--- src/sv/qnps_pkg.sv ---
// shared types and constants for the quadrant nearest point search
package qnps_pkg;

	localparam int MAX_POINTS = 1024;
	localparam int COORD_BITS = 24;
	localparam int IDX_W      = $clog2(MAX_POINTS);
	localparam int CNT_W      = $clog2(MAX_POINTS + 1);
	localparam int CFG_W      = 11;
	localparam int DIFF_W     = COORD_BITS + 1;
	localparam int SQ_W       = 2 * DIFF_W;
	localparam int DIST_W     = SQ_W + 1;

	localparam logic CMD_LOAD  = 1'b0;
	localparam logic CMD_QUERY = 1'b1;

	typedef struct packed {
		logic                         cmd;
		logic [IDX_W-1:0]             entry_index;
		logic signed [COORD_BITS-1:0] x_value;
		logic signed [COORD_BITS-1:0] y_value;
		logic                         dir_x_negative;
		logic                         dir_y_negative;
	} qnps_in_t;

	typedef struct packed {
		logic                         found;
		logic signed [COORD_BITS-1:0] nearest_x;
		logic signed [COORD_BITS-1:0] nearest_y;
		logic [IDX_W-1:0]             nearest_index;
	} qnps_out_t;

	typedef struct packed {
		logic load_en;
		logic start;
		logic issue;
		logic finish;
	} qnps_cmd_t;

	typedef struct packed {
		logic count_zero;
		logic scan_last;
		logic pipe_busy;
	} qnps_sts_t;

endpackage

--- src/sv/qnps_ctrl.sv ---
// controller state machine: sequences loads, the table scan and the result hand-off
module qnps_ctrl
	import qnps_pkg::*;
(
	input  logic      clk,
	input  logic      arst_n,
	input  logic      in_valid,
	input  logic      in_cmd,
	output logic      in_stall,
	output logic      out_valid,
	input  logic      out_stall,
	output qnps_cmd_t cmd,
	input  qnps_sts_t sts
);

	typedef enum logic [1:0] {
		ST_IDLE,
		ST_SCAN,
		ST_DRAIN,
		ST_DONE
	} state_t;

	state_t state_q;
	logic   out_valid_q;

	always_comb begin
		cmd.load_en = (state_q == ST_IDLE) && in_valid && (in_cmd == CMD_LOAD);
		cmd.start   = (state_q == ST_IDLE) && in_valid && (in_cmd == CMD_QUERY);
		cmd.issue   = (state_q == ST_SCAN);
		cmd.finish  = (state_q == ST_DONE) && (!out_valid_q || !out_stall);
	end

	assign in_stall  = (state_q != ST_IDLE);
	assign out_valid = out_valid_q;

	always_ff @(posedge clk or negedge arst_n) begin
		if (!arst_n) begin
			state_q     <= ST_IDLE;
			out_valid_q <= 1'b0;
		end else begin
			if (cmd.finish) begin
				out_valid_q <= 1'b1;
			end else if (out_valid_q && !out_stall) begin
				out_valid_q <= 1'b0;
			end
			case (state_q)
				ST_IDLE: begin
					if (cmd.start) begin
						state_q <= sts.count_zero ? ST_DRAIN : ST_SCAN;
					end
				end
				ST_SCAN: begin
					if (sts.scan_last) begin
						state_q <= ST_DRAIN;
					end
				end
				ST_DRAIN: begin
					if (!sts.pipe_busy) begin
						state_q <= ST_DONE;
					end
				end
				ST_DONE: begin
					if (cmd.finish) begin
						state_q <= ST_IDLE;
					end
				end
				default: begin
					state_q <= ST_IDLE;
				end
			endcase
		end
	end

	// a result is only produced once the distance pipeline has emptied
	assert property (@(posedge clk) disable iff (!arst_n)
		cmd.finish |-> !sts.pipe_busy)
		else $error("result taken while pipeline still busy");

	// after an idle cycle the distance pipeline is empty unless a scan has begun
	assert property (@(posedge clk) disable iff (!arst_n)
		(state_q == ST_IDLE) |=> !sts.pipe_busy || (state_q == ST_SCAN))
		else $error("pipeline active without a scan");

	// a new result never overwrites one still waiting
	assert property (@(posedge clk) disable iff (!arst_n)
		(out_valid_q && out_stall) |-> !cmd.finish)
		else $error("pending result overwritten");

endmodule

--- config.mk ---
export PLATFORM = sky130hd
export DESIGN_NAME = qnps_ctrl
export DESIGN_NICKNAME = d
export VERILOG_FILES = /design/src/sv/qnps_pkg.sv /design/src/sv/qnps_ctrl.sv
export SDC_FILE = /design/constraint.sdc
export NUM_CORES = 1
export LEC_CHECK = 0
export CELL_PAD_IN_SITES_DETAIL_PLACEMENT = 0
export CELL_PAD_IN_SITES_GLOBAL_PLACEMENT = 1
export CORE_AREA = 10 10 47 49
export DETAILED_ROUTE_END_ITERATION = 7
export DIE_AREA = 0 0 57 59
export DONT_BUFFER_PORTS = 1
export GPL_TIMING_DRIVEN = 1
export PLACE_DENSITY = 0.48
export SLEW_MARGIN = 20
export SYNTH_ARGS = -nofsm -noshare
export SYNTH_HDL_FRONTEND = slang
export SYNTH_SLANG_ARGS = --single-unit
--- constraint.sdc ---
create_clock -name clk -period 3.9 [get_ports clk]
set_clock_uncertainty 0.05 [all_clocks]
set_input_delay 0.78 -clock clk [delete_from_list [all_inputs] [get_ports clk]]
set_output_delay 0.78 -clock clk [all_outputs]
set_load 0.05 [all_outputs]
==> impl_results.md <==
- N_diodes: 0
- RSZ-0062 raised after global routing: no
- Post-Synthesis Cells: 26
- Root Buffer: clkbuf_4
- WS Path Type: reg2out
- Share of layout cells above drive strength 1: 20.00%
- HPWL Detailed: 534.9 um
- Maximum VDD drop: 0.2041 mV
- Top Ports: 14
- Status: complete, no violations
- H-tree Lvls: 1
- Final hold viol count: 0
- First-pass DRT Iterations: 2
- Setup crit end kind: output pin
- Net count, final: 44
- Layout fillers: 161
- Sequential fraction of design power: 23.5%
- Clk buf depth: 2
- Die Area: 3363 um^2
- Die width: 57 um
- Largest net degree at the start of global routing: 5
- Worst-path clk slew: 0.04 ns
- Total core area: 1401 um^2
- WP data arrival: 1.69 ns
- Post-CTS sizing: 0
- Synth unique cells: 13
- FF-to-FF Start: state_q[1]
- Sw Share: 53.95%
- All-layer global routing usage: 3.678%
- CP max FO: 4
- Pin slew with the least headroom to its limit: 1.014 ns
- # rows: 14
- Worst hold-check path type: in2async
- Routability cong.: 0.6256
- Leakage: 0.0001627 uW
- CP required: 3.07 ns
- Pint: 152.0 uW
- Setup bufs post-CTS: 0
- Hold bufs inserted after CTS: 0
- Mapped Area: 272.8 um^2
- Startpoint types: flip-flop
- Number of port buffers: 0
- Post-synthesis sequential area ratio: 27.52%
- Initial detailed-routing violation count: 3
- Max_slew headroom: 32.28%
- Vias: 192
- Die height: 59 um
- Clk sink count: 3
- Seq cells post-synth: 3
- Finish-stage setup viols: 0
- Initial antenna violation count: 0
- Syn nets: 39
- Wire length of the first global-routing pass: 910 um
- WHS: 0.1959 ns
- Synth area leader: dfrtp_1
- Insertion delay to the later sink of the worst-skew pair: 0.23 ns
- Number of global-route vias before repair: 214
- Post-detailed-route wirelength per cell: 12.54 um
- CTS tree: yes
- Layout area overhead: 16.97%
- Worst setup path start: state_q[0]
- Combinational power share: 60.4%
- Dominant cells by area after synthesis: dfrtp_1 28%, ha_1 23%, mux2i_1 15%
- Total gr overflow: 0
- F_max: 397.0 MHz
- Yosys warning count: 0
- WL final: 577 um
- Final Max Tran Viols: 0
- Avg Cell Area, Syn: 10.49 um^2
- Final period utilization: 64.58%
- Initial core utilization: 19.46%
- Clk pwr share: 16.1%
- Overall Power: 330.0 uW
- Power density cells: 1034 nW/um^2
- Switching power: 178.1 uW
- Setup TNS: 0 ns
- Max-Cap Viols: 0
- Share of the synthesized area in the top cell type: 27.52%
- # DRC: 0
- Post-route ant nets: 0
- Fin crit period: 2.519 ns
- CTS buffer count: 3
- Vias per inst: 4.174
-- worst max-delay path: stages, from the launching register on --
cell and delay, ns:
dfrtp_1 0.39, inv_1 0.13, ha_1 0.20, nand2_1 0.06, nor2_1 0.68
-- cells by family (layout without fill, tap and decap cells) --
family	after synthesis	count (layout)	share of synthesized area, %
AOI/OAI and AO/OA	3	3	15.14
buffers and inverters	4	8	5.503
DFF	3	3	27.52
muxes	4	4	14.68
and+or+nand+nor	7	7	14.22
adders and majority gates	5	5	22.94
-- synth_stat cells, drive strengths merged --
cell type / instances
a21boi: 1
inv: 4
dfrtp: 3
mux2i: 4
nand2: 2
and2: 1
nand2b: 1
nor2: 1
and3: 1
ha: 5
nand3: 1
a21o: 1
o2111ai: 1
-- power by group through the flow --
| stage | registers, uW | logic, uW | clock network [uW] |
|---|---|---|---|
| after floorplan | 74.6 | 179 | 0 |
| after global placement | 78.5 | 198 | 0 |
| after detailed placement | 79.0 | 203 | 0 |
| after CTS | 78.5 | 203 | 56.4 |
| after global routing | 80.5 | 218 | 57.0 |
| final | 77.6 | 199 | 53.2 |
-- stage by stage --
step	area [um^2]	std cells	util, %	setup slack, ns
6_report	319.1	46	22.77	1.381
5_1_grt	319.1	46	22.77	1.270
4_1_cts	319.1	46	22.77	1.348
3_5_place_dp	292.8	42	20.89	1.502
3_3_place_gp	292.8	42	20.89	1.488
2_1_floorplan	272.8	26	-	1.154
-- state kept, by name, summed over array words and instances (netlist names) --
| signal | cells |
|---|---|
| state_q | 2 |
| out_valid | 1 |
-- final cells by class --
| cell class | instances | area [um^2] | share of cell area [%] |
|---|---|---|---|
| multi-input cells | 19 | 182.7 | 57.25 |
| inverters | 4 | 15.01 | 4.706 |
| well taps | 16 | 20.02 | 6.275 |
| flip-flops and latches | 3 | 75.07 | 23.53 |
| clock buffers | 4 | 26.28 | 8.235 |
-- final timing paths --
kind	slack, ns	cells after the start	end
setup / recovery	1.38	4	cmd[3]
hold / removal	0.20	0	out_valid
setup reg to reg	2.21	5	state_q[0]
hold reg to reg	0.61	2	state_q[1]
max in group asynchronous	3.54	0	state_q[1]
min in group clk	0.61	2	state_q[1]
-- layer usage --
layer  track usage, %  share of wire (%)  routed length, um
met1            2.145                 25                147
met2            6.822                 59                339
met3            3.648                 16                 90
met4            2.013                  0                  0
met5                0                  0                  0
-- cell usage in the layout, fill, tap and decap left out --
master / instances
ha_1: 5
inv_1: 4
mux2i_1: 4
clkbuf_4: 3
dfrtp_1: 3
nand2_1: 2
nor2_1: 1
and3_2: 1
a21boi_1: 1
a21o_1: 1
and2_4: 1
nand3_1: 1
nand2b_1: 1
o2111ai_4: 1
clkbuf_1: 1
(Power assumes the default switching activity.)
